<file path="config.mk">
export PLATFORM = sky130hd
export DESIGN_NAME = video_port_command_decoder
export DESIGN_NICKNAME = d
export VERILOG_FILES = /design/src/rtl/core/vpcd_pkg.sv /design/src/rtl/core/video_port_command_decoder.sv
export SDC_FILE = /design/constraint.sdc
export NUM_CORES = 1
export LEC_CHECK = 0
export BUFFER_PORTS_ARGS = -buffer_cell sky130_fd_sc_hd__buf_2
export CORE_ASPECT_RATIO = 0.5
export CORE_MARGIN = 2
export CORE_UTILIZATION = 24
export CTS_CLUSTER_SIZE = 14
export DETAILED_ROUTE_END_ITERATION = 7
export PLACE_DENSITY = 0.49
export SETUP_SLACK_MARGIN = 0.3
export SYNTH_ARGS = -nofsm -noshare
export SYNTH_HDL_FRONTEND = slang
export SYNTH_SLANG_ARGS = --single-unit
</file>
<file path="constraint.sdc">
create_clock -name clk -period 2.85 [get_ports clk]
set_input_delay 0.4275 -clock clk [delete_from_list [all_inputs] [get_ports clk]]
set_output_delay 0.4275 -clock clk [all_outputs]
set_load 0.05 [all_outputs]
</file>
<file path="src/rtl/core/vpcd_pkg.sv">
`timescale 1ns / 1ps
// ----------------------------------------------------------------------------
// vpcd_pkg
// Request kinds, port window regions, mode register numbers and status layout
// shared by the video port command decoder.
// ----------------------------------------------------------------------------
package vpcd_pkg;

    typedef enum logic [2:0] {
        REQ_NONE     = 3'd0,
        REQ_FIFO_WR  = 3'd1,
        REQ_PREFETCH = 3'd2,
        REQ_PSG_WR   = 3'd3,
        REQ_TEST_WR  = 3'd4
    } req_kind_t;

    // port_offset[4:2] selects the region of the 32-byte window
    localparam logic [2:0] RGN_DATA      = 3'd0;
    localparam logic [2:0] RGN_CTRL      = 3'd1;
    localparam logic [2:0] RGN_HV_LO     = 3'd2;
    localparam logic [2:0] RGN_HV_HI     = 3'd3;
    localparam logic [2:0] RGN_PSG_LO    = 3'd4;
    localparam logic [2:0] RGN_PSG_HI    = 3'd5;
    localparam logic [2:0] RGN_TEST_ADDR = 3'd6;
    localparam logic [2:0] RGN_TEST_DATA = 3'd7;

    localparam logic [4:0] REG_MODE1   = 5'h00;
    localparam logic [4:0] REG_MODE2   = 5'h01;
    localparam logic [4:0] REG_MODE3   = 5'h0b;
    localparam logic [4:0] REG_MODE4   = 5'h0c;
    localparam logic [4:0] REG_AUTOINC = 5'h0f;
    localparam logic [4:0] REG_DMA_SRC = 5'h17;

    // control word code that marks a register write
    localparam logic [1:0] CODE_REG_WRITE = 2'd2;
    localparam logic [1:0] DMA_KIND_FILL  = 2'd2;

    // status bits 10, 12 and 13 always read as one
    localparam logic [15:0] STATUS_FIXED = 16'h3400;

    localparam int unsigned CMD_LOW_BITS = 14;
    localparam int unsigned CMD_FULL_BITS = 17;

endpackage

</file>
<file path="src/rtl/core/video_port_command_decoder.sv">
`timescale 1ns / 1ps
// ----------------------------------------------------------------------------
// video_port_command_decoder
// Decodes bus accesses to the 32-byte video port window: command latch,
// data port requests, status and counter reads, register write events.
// ----------------------------------------------------------------------------
// The result is registered and valid in the cycle after the input is accepted.
// Throughput: one item per cycle while out_ready holds; the single result
//   register paces it; a new item is taken in the same cycle as the result is.
// Reset: rst_n clears the command latch, mode state, sticky flags and the
//   result valid flag at once; no clearing pass.
module video_port_command_decoder #(
    parameter int ADDR_BITS = 17
) (
    input  logic                 clk,
    input  logic                 rst_n,

    input  logic                 in_valid,
    output logic                 in_ready,
    input  logic                 func,
    input  logic                 lower_lane,
    input  logic [4:0]           port_offset,
    input  logic [15:0]          bus_word,
    input  logic [7:0]           h_count,
    input  logic [8:0]           v_count,
    input  logic [15:0]          prefetch_word,
    input  logic [7:0]           live_status,
    input  logic [1:0]           sprite_events,

    output logic                 out_valid,
    input  logic                 out_ready,
    output logic [15:0]          read_word,
    output logic [2:0]           req_kind,
    output logic [3:0]           req_target,
    output logic [ADDR_BITS-1:0] req_address,
    output logic [15:0]          req_word,
    output logic                 dma_kick,
    output logic                 dma_fill_wait,
    output logic                 irq_repoll,
    output logic                 reg_written,
    output logic [4:0]           reg_number,
    output logic [7:0]           reg_value
);

    localparam int unsigned FULL = vpcd_pkg::CMD_FULL_BITS;
    localparam int unsigned LOW  = vpcd_pkg::CMD_LOW_BITS;

    // state
    logic [ADDR_BITS-1:0] cmd_address_reg, cmd_address_next;
    logic [3:0]           cmd_target_reg, cmd_target_next;
    logic                 cmd_second_pending_reg, cmd_second_pending_next;
    logic                 dma_pending_reg, dma_pending_next;
    logic [7:0]           auto_increment_reg, auto_increment_next;
    logic                 counter_hold_on_reg, counter_hold_on_next;
    logic [15:0]          held_counter_reg, held_counter_next;
    logic [1:0]           interlace_sel_reg, interlace_sel_next;
    logic                 display_on_reg, display_on_next;
    logic                 dma_allowed_reg, dma_allowed_next;
    logic [1:0]           dma_kind_reg, dma_kind_next;
    logic                 sticky_collision_reg, sticky_collision_next;
    logic                 sticky_overflow_reg, sticky_overflow_next;
    logic [3:0]           test_select_reg, test_select_next;

    // result register
    logic                 out_valid_reg;
    logic [15:0]          read_word_reg, read_word_next;
    vpcd_pkg::req_kind_t  req_kind_reg, req_kind_next;
    logic [3:0]           req_target_reg, req_target_next;
    logic [ADDR_BITS-1:0] req_address_reg, req_address_next;
    logic [15:0]          req_word_reg, req_word_next;
    logic                 dma_kick_reg, dma_kick_next;
    logic                 dma_fill_wait_reg, dma_fill_wait_next;
    logic                 irq_repoll_reg, irq_repoll_next;
    logic                 reg_written_reg, reg_written_next;
    logic [4:0]           reg_number_reg, reg_number_next;
    logic [7:0]           reg_value_reg, reg_value_next;

    logic                 accept;
    logic [ADDR_BITS-1:0] addr_stepped;
    logic [FULL-1:0]      addr_hi_load;
    logic [FULL-1:0]      addr_lo_load;
    logic [8:0]           vc_shift;
    logic [8:0]           vc_fold;
    logic [15:0]          live_counter;
    logic                 coll_seen;
    logic                 ovfl_seen;
    logic                 dma_pend_base;
    logic [15:0]          status_word;
    logic [1:0]           ctrl_code;
    logic [3:0]           target_hi;

    assign in_ready = !out_valid_reg || out_ready;
    assign accept   = in_valid && in_ready;

    assign addr_stepped = cmd_address_reg + ADDR_BITS'(auto_increment_reg);

    // second command word replaces address bits 16:14
    assign addr_hi_load = (FULL'(cmd_address_reg) & FULL'(17'h03fff))
                        | (FULL'(bus_word[2:0]) << LOW);
    // first command word replaces address bits 13:0
    assign addr_lo_load = (FULL'(cmd_address_reg) & ~FULL'(17'h03fff))
                        | FULL'(bus_word[LOW-1:0]);

    // interlace folding of the vertical counter
    assign vc_shift = interlace_sel_reg[1] ? {v_count[7:0], 1'b0} : v_count;
    assign vc_fold  = interlace_sel_reg[0] ? {vc_shift[8:1], vc_shift[8]} : v_count;
    assign live_counter = {vc_fold[7:0], h_count};

    assign coll_seen     = sticky_collision_reg || sprite_events[0];
    assign ovfl_seen     = sticky_overflow_reg || sprite_events[1];
    assign dma_pend_base = dma_pending_reg && !live_status[7];

    assign status_word = vpcd_pkg::STATUS_FIXED
                       | {6'd0, live_status[6], live_status[5], live_status[4],
                          ovfl_seen, coll_seen,
                          interlace_sel_reg[0] & live_status[3],
                          live_status[2] | ~display_on_reg,
                          live_status[1], dma_pend_base, live_status[0]};

    assign ctrl_code = bus_word[15:14];
    assign target_hi = {bus_word[5:4], cmd_target_reg[1:0]};

    always_comb
    begin
        cmd_address_next        = cmd_address_reg;
        cmd_target_next         = cmd_target_reg;
        cmd_second_pending_next = cmd_second_pending_reg;
        dma_pending_next        = dma_pend_base;
        auto_increment_next     = auto_increment_reg;
        counter_hold_on_next    = counter_hold_on_reg;
        held_counter_next       = held_counter_reg;
        interlace_sel_next      = interlace_sel_reg;
        display_on_next         = display_on_reg;
        dma_allowed_next        = dma_allowed_reg;
        dma_kind_next           = dma_kind_reg;
        sticky_collision_next   = coll_seen;
        sticky_overflow_next    = ovfl_seen;
        test_select_next        = test_select_reg;

        read_word_next     = 16'd0;
        req_kind_next      = vpcd_pkg::REQ_NONE;
        req_target_next    = 4'd0;
        req_address_next   = '0;
        req_word_next      = 16'd0;
        dma_kick_next      = 1'b0;
        dma_fill_wait_next = 1'b0;
        irq_repoll_next    = 1'b0;
        reg_written_next   = 1'b0;
        reg_number_next    = 5'd0;
        reg_value_next     = 8'd0;

        if (!func) begin
            read_word_next = bus_word;      // open bus unless mapped
            unique case (port_offset[4:2])
                vpcd_pkg::RGN_DATA:
                begin
                    cmd_second_pending_next = 1'b0;
                    cmd_address_next        = addr_stepped;
                    req_kind_next           = vpcd_pkg::REQ_PREFETCH;
                    req_target_next         = cmd_target_reg;
                    req_address_next        = addr_stepped;
                    read_word_next          = prefetch_word;
                end
                vpcd_pkg::RGN_CTRL:
                begin
                    cmd_second_pending_next = 1'b0;
                    read_word_next          = status_word;
                    sticky_collision_next   = 1'b0;
                    sticky_overflow_next    = 1'b0;
                end
                vpcd_pkg::RGN_HV_LO, vpcd_pkg::RGN_HV_HI:
                begin
                    read_word_next = counter_hold_on_reg ? held_counter_reg : live_counter;
                end
                vpcd_pkg::RGN_PSG_LO, vpcd_pkg::RGN_PSG_HI,
                vpcd_pkg::RGN_TEST_ADDR, vpcd_pkg::RGN_TEST_DATA:
                begin
                    read_word_next = bus_word;
                end
            endcase
        end else begin
            unique case (port_offset[4:2])
                vpcd_pkg::RGN_DATA:
                begin
                    cmd_second_pending_next = 1'b0;
                    req_kind_next           = vpcd_pkg::REQ_FIFO_WR;
                    req_target_next         = cmd_target_reg;
                    req_address_next        = cmd_address_reg;
                    req_word_next           = bus_word;
                    cmd_address_next        = addr_stepped;
                end
                vpcd_pkg::RGN_CTRL:
                begin
                    if (cmd_second_pending_reg) begin
                        cmd_second_pending_next = 1'b0;
                        cmd_address_next        = addr_hi_load[ADDR_BITS-1:0];
                        cmd_target_next         = target_hi;
                        dma_pending_next        = dma_pend_base
                                                | (bus_word[7] & dma_allowed_reg);
                        req_kind_next           = vpcd_pkg::REQ_PREFETCH;
                        req_target_next         = target_hi;
                        req_address_next        = addr_hi_load[ADDR_BITS-1:0];
                        dma_kick_next           = 1'b1;
                        dma_fill_wait_next      = (dma_kind_reg == vpcd_pkg::DMA_KIND_FILL);
                    end else begin
                        cmd_target_next = {cmd_target_reg[3:2], ctrl_code};
                        if (ctrl_code != vpcd_pkg::CODE_REG_WRITE) begin
                            cmd_address_next        = addr_lo_load[ADDR_BITS-1:0];
                            cmd_second_pending_next = 1'b1;
                        end else begin
                            reg_written_next = 1'b1;
                            reg_number_next  = bus_word[12:8];
                            reg_value_next   = bus_word[7:0];
                            unique case (bus_word[12:8])
                                vpcd_pkg::REG_MODE1:
                                begin
                                    // latch counters on the rising edge of hold
                                    if (!counter_hold_on_reg && bus_word[1]) begin
                                        held_counter_next = live_counter;
                                    end
                                    counter_hold_on_next = bus_word[1];
                                    irq_repoll_next      = 1'b1;
                                end
                                vpcd_pkg::REG_MODE2:
                                begin
                                    dma_allowed_next = bus_word[4];
                                    display_on_next  = bus_word[6];
                                    irq_repoll_next  = 1'b1;
                                end
                                vpcd_pkg::REG_MODE3:
                                begin
                                    irq_repoll_next = 1'b1;
                                end
                                vpcd_pkg::REG_MODE4:
                                begin
                                    interlace_sel_next = bus_word[2:1];
                                end
                                vpcd_pkg::REG_AUTOINC:
                                begin
                                    auto_increment_next = bus_word[7:0];
                                end
                                vpcd_pkg::REG_DMA_SRC:
                                begin
                                    dma_kind_next = bus_word[7:6];
                                end
                                default:
                                begin
                                end
                            endcase
                        end
                    end
                end
                vpcd_pkg::RGN_HV_LO, vpcd_pkg::RGN_HV_HI:
                begin
                    // counters are read-only
                end
                vpcd_pkg::RGN_PSG_LO, vpcd_pkg::RGN_PSG_HI:
                begin
                    if (lower_lane) begin
                        req_kind_next = vpcd_pkg::REQ_PSG_WR;
                        req_word_next = bus_word;
                    end
                end
                vpcd_pkg::RGN_TEST_ADDR:
                begin
                    test_select_next = bus_word[3:0];
                end
                vpcd_pkg::RGN_TEST_DATA:
                begin
                    req_kind_next = vpcd_pkg::REQ_TEST_WR;
                    req_word_next = bus_word;
                end
            endcase
        end
    end

    always_ff @(posedge clk or negedge rst_n)
    begin
        if (!rst_n) begin
            cmd_address_reg        <= '0;
            cmd_target_reg         <= 4'd0;
            cmd_second_pending_reg <= 1'b0;
            dma_pending_reg        <= 1'b0;
            auto_increment_reg     <= 8'd0;
            counter_hold_on_reg    <= 1'b0;
            held_counter_reg       <= 16'd0;
            interlace_sel_reg      <= 2'd0;
            display_on_reg         <= 1'b0;
            dma_allowed_reg        <= 1'b0;
            dma_kind_reg           <= 2'd0;
            sticky_collision_reg   <= 1'b0;
            sticky_overflow_reg    <= 1'b0;
            test_select_reg        <= 4'd0;
            out_valid_reg          <= 1'b0;
        end else begin
            if (accept) begin
                cmd_address_reg        <= cmd_address_next;
                cmd_target_reg         <= cmd_target_next;
                cmd_second_pending_reg <= cmd_second_pending_next;
                dma_pending_reg        <= dma_pending_next;
                auto_increment_reg     <= auto_increment_next;
                counter_hold_on_reg    <= counter_hold_on_next;
                held_counter_reg       <= held_counter_next;
                interlace_sel_reg      <= interlace_sel_next;
                display_on_reg         <= display_on_next;
                dma_allowed_reg        <= dma_allowed_next;
                dma_kind_reg           <= dma_kind_next;
                sticky_collision_reg   <= sticky_collision_next;
                sticky_overflow_reg    <= sticky_overflow_next;
                test_select_reg        <= test_select_next;
                out_valid_reg          <= 1'b1;
            end else if (out_ready) begin
                out_valid_reg <= 1'b0;
            end
        end
    end

    // result payload, loaded with each accepted item
    always_ff @(posedge clk)
    begin
        if (accept) begin
            read_word_reg     <= read_word_next;
            req_kind_reg      <= req_kind_next;
            req_target_reg    <= req_target_next;
            req_address_reg   <= req_address_next;
            req_word_reg      <= req_word_next;
            dma_kick_reg      <= dma_kick_next;
            dma_fill_wait_reg <= dma_fill_wait_next;
            irq_repoll_reg    <= irq_repoll_next;
            reg_written_reg   <= reg_written_next;
            reg_number_reg    <= reg_number_next;
            reg_value_reg     <= reg_value_next;
        end
    end

    assign out_valid     = out_valid_reg;
    assign read_word     = read_word_reg;
    assign req_kind      = 3'(req_kind_reg);
    assign req_target    = req_target_reg;
    assign req_address   = req_address_reg;
    assign req_word      = req_word_reg;
    assign dma_kick      = dma_kick_reg;
    assign dma_fill_wait = dma_fill_wait_reg;
    assign irq_repoll    = irq_repoll_reg;
    assign reg_written   = reg_written_reg;
    assign reg_number    = reg_number_reg;
    assign reg_value     = reg_value_reg;

endmodule

</file>
==> summary.txt <==
Run status
  – Status: finished, final reports clean

Power and ir drop
  – Worst VDD drop: 0.000379 V
  – Sequential fraction of design power: 40.5%
  – Sw frac: 28.6%
  – Post-route total power: 5.37 mW
  – Logic gate share of total power: around 16%
  – PwrDens: 629 mW/mm²
  – Net Switching: 1.54 mW
  – Int Pwr: between 3 and 4 mW
  – Clock Power Share: 43.8%
  – Leak: around 3.6 nW

Synth
  – Syn nets: 654
  – Largest cells by area after synthesis: edfxtp_1 (33%), dfrtp_1 (22%), mux2_2 (6.3%)
  – Mapped Area: approximately 0.0066 mm²
  – Syn. warnings: 0
  – Mean Syn Cell Area: 11.5 µm²
  – Sequential area share after synthesis: 54.6%
  – Post-synth EDFFs: 73
  – Leading area contributor after synthesis: edfxtp_1
  – Yosys cell types: 72
  – Post-synth top flop: edfxtp_1
  – Share of flip-flops with an asynchronous set or reset: 43.8%
  – Number of synthesized register bits: 130
  – Mapped Cells: about 580
  – Synth top area share: ~33%

Timing
  – FMAX: 0.406 GHz
  – RSZ-0062 raised after global routing: no
  – Worst hold margin: 0.245 ns
  – Max Slew Vio Count: 0
  – Tmin final: 2.46 ns
  – Crit share post-route: 86.4%
  – Skew final: a little over 0.007 ns
  – Worst slew margin: about a fifth
  – Worst Tran Pin Value: around 1.2 ns
  – Setup-failing EPs final: 0
  – Post-route setup TNS: 0 ns
  – Final Hold Viols: 0

Floorplanning
  – Initial Util: 24.7%
  – Row count: 42
  – IO Pins: approximately 150
  – Die Area: 0.0290 mm²
  – Chip width: 239 µm
  – Core ar.: between 0.02 and 0.03 mm²
  – Die Span Y: 121 µm

Global route
  – Total GRT Usage: 15.4%
  – Gr ovfl total: 0
  – Largest net degree at the start of global routing: 53
  – Initial antenna violation count: 9
  – Number of global-route vias before repair: 5,402
  – First-pass GRT wire length: roughly 33,000 µm

Drt
  – DR pass1 iterations: 5
  – Via count: ~5,400
  – Total Wirelength: 21,900 µm
  – Drt wl/cell: 20.1 µm
  – Remaining DRCs: 0
  – Iter 0 DRT Violations: between 300 and 400
  – DRT antenna net count: 0
  – Via/cell ratio: 4.96

Cells and area
  – Fillers: 2,736
  – Area Growth Syn to Fin: 29.0%
  – Final Instance Area: ~0.0085 mm²
  – Seq. cell area: 0.00362 mm²
  – Area of the multi-input gates: 0.00284 mm²
  – Share of layout cells above drive strength 1: roughly a third
  – Cell Count, Final, Fillers Out: 1,093
  – Layout Nets: between 800 and 900

Setup path
  – Crit path kind: flip-flop to flip-flop
  – CP max FO: 4
  – Critical path data arrival time: 2.63 ns
  – Req. time, crit path: 3.02 ns
  – Critical path startpoint category: flip-flop
  – CP endpoint kind: flip-flop

Placed design
  – Placed cell area: 0.00784 mm²
  – Final HPWL DP: 15,700 µm
  – Port Buffer Count: 142
  – Gpl congestion: 0.834
  – Cells after DPL: 1,056

Clocking
  – Clk buf depth: 2
  – Root Driver: clkbuf_16
  – CTS tree: done
  – Clk slew on worst S/H paths: 0.06 ns
  – Num CTS Buffers: 17
  – H-Tree Depth: 4
  – Clock Latency Late Sink: 0.42 ns
  – CTS sink count: 130

Job
  – Max_cap viols: 0

Min path
  – Min-Delay Path Class: input pin to flip-flop
## path summary, 6_finish.rpt
| path | from | end | slack [ns] | cells past startpoint |
|---|---|---|---|---|
| min in group asynchronous | rst_n | cmd_address_reg[11] | 0.50 | 2 |
| setup / recovery | cmd_address_reg[0] | req_address[16] | 0.39 | 7 |
| setup reg to reg | cmd_address_reg[0] | req_address[16] | 0.39 | 7 |
| hold reg to reg | held_counter_reg[7] | held_counter_reg[7] | 0.48 | 1 |
| max in group asynchronous | rst_n | out_valid | 1.75 | 3 |
| hold / removal | h_count[7] | held_counter_reg[7] | 0.25 | 2 |
## metrics by stage
stage | setup slack (ns) | utilization, %
3_5_place_dp | 0.227 | 29.3
2_1_floorplan | 0.310 | -
6_report | 0.389 | 31.9
5_1_grt | 0.298 | 31.9
3_3_place_gp | 0.258 | 29.3
4_1_cts | 0.336 | 31.7
## synth_stat cells (4+ instances only)
master	n
mux2_1	12
a21oi_1	37
nand2_1	35
nor3_1	8
a31oi_1	11
o22ai_1	4
and3_1	5
o21ai_0	25
a211oi_1	4
mux2i_1	12
dfrtp_1	57
a22o_1	8
nand4_1	10
a22oi_1	8
nor2_1	34
ha_1	8
nor4_1	4
a21o_1	5
o211ai_1	6
inv_1	15
nand3_1	14
o2111ai_1	10
mux2_2	37
o221ai_1	4
clkbuf_1	28
edfxtp_1	73
buf_2	4
a32oi_1	5
and2_1	30
## cell usage in the layout, fill, tap and decap left out, types with 5 or more instances in the layout
cell type  count
mux2_2        37
clkbuf_16     17
a32oi_1        5
buf_4         23
clkinv_4       5
inv_1         15
nand3_1       14
mux2i_1       12
o2111ai_1     10
nor2_1        34
a22o_1         8
mux2_1        12
nand4_1       10
buf_2        142
bufinv_16      5
nor3_1         8
o211ai_1       6
dfrtp_1       56
o21ai_0       24
a22oi_1        7
a21oi_1       37
and2_1        30
a31oi_1        9
nand2_1       35
edfxtp_1      73
and3_1         5
a21o_1         5
ha_1           7
## worst max-delay path, cell delays in order, from the launching register on
cell     delay (ns)
dfrtp_1        0.40
ha_2           0.20
fa_2           0.37
a21o_1         0.22
a221o_2        0.44
a31oi_4        0.28
mux2i_1        0.21
o22ai_1        0.10
## cells by family after synthesis
| kind of cell | count (synthesis) | share of synthesized area, % |
|---|---|---|
| fa+ha+maj | 9 | 1.81 |
| buf+inv | 52 | 3.19 |
| compound gates | 153 | 15.8 |
| xor+xnor | 4 | 0.529 |
| simple gates | 166 | 13.9 |
| flops | 130 | 54.6 |
| mux | 61 | 10.1 |
## final cells by class
class | count | area share (%)
sequential | 130 | 42.4
multi-input combinational | 393 | 33.3
timing repair buffer | 167 | 10.7
tap | 352 | 5.16
clock buffer | 17 | 4.98
clock inverter | 15 | 2.42
inverter | 18 | 1.10
antenna | 1 | 0.0293
## per-layer routing
layer  vias to the layer above  GRT usage [%]  share of wire (%)
li1                       2521              -                  -
met2                       130           25.6                 49
met4                         6           5.94                1.9
met3                        32           3.48                4.5
met1                      2731           19.6                 44
met5                         -              0               0.14
## timing repair
action / in CTS / in global routing
resized for setup: 2 / 7
endpoints found under the hold margin: 16 / 0
pin swaps: 0 / 4
hold buffers: 1 / 0
buffers inserted: 0 / 3
endpoints found under the setup margin: 3 / 6
## power groups by stage
stage / combinational [mW] / clock (mW) / sequential [mW]
after global routing: 0.903 / 2.47 / 2.19
after detailed placement: 0.835 / 0 / 2.21
after CTS: 0.840 / 2.39 / 2.18
after floorplan: 0.352 / 0 / 2.40
final: 0.840 / 2.35 / 2.18
after global placement: 0.825 / 0 / 2.21
Power figures use the tool's default switching activity.
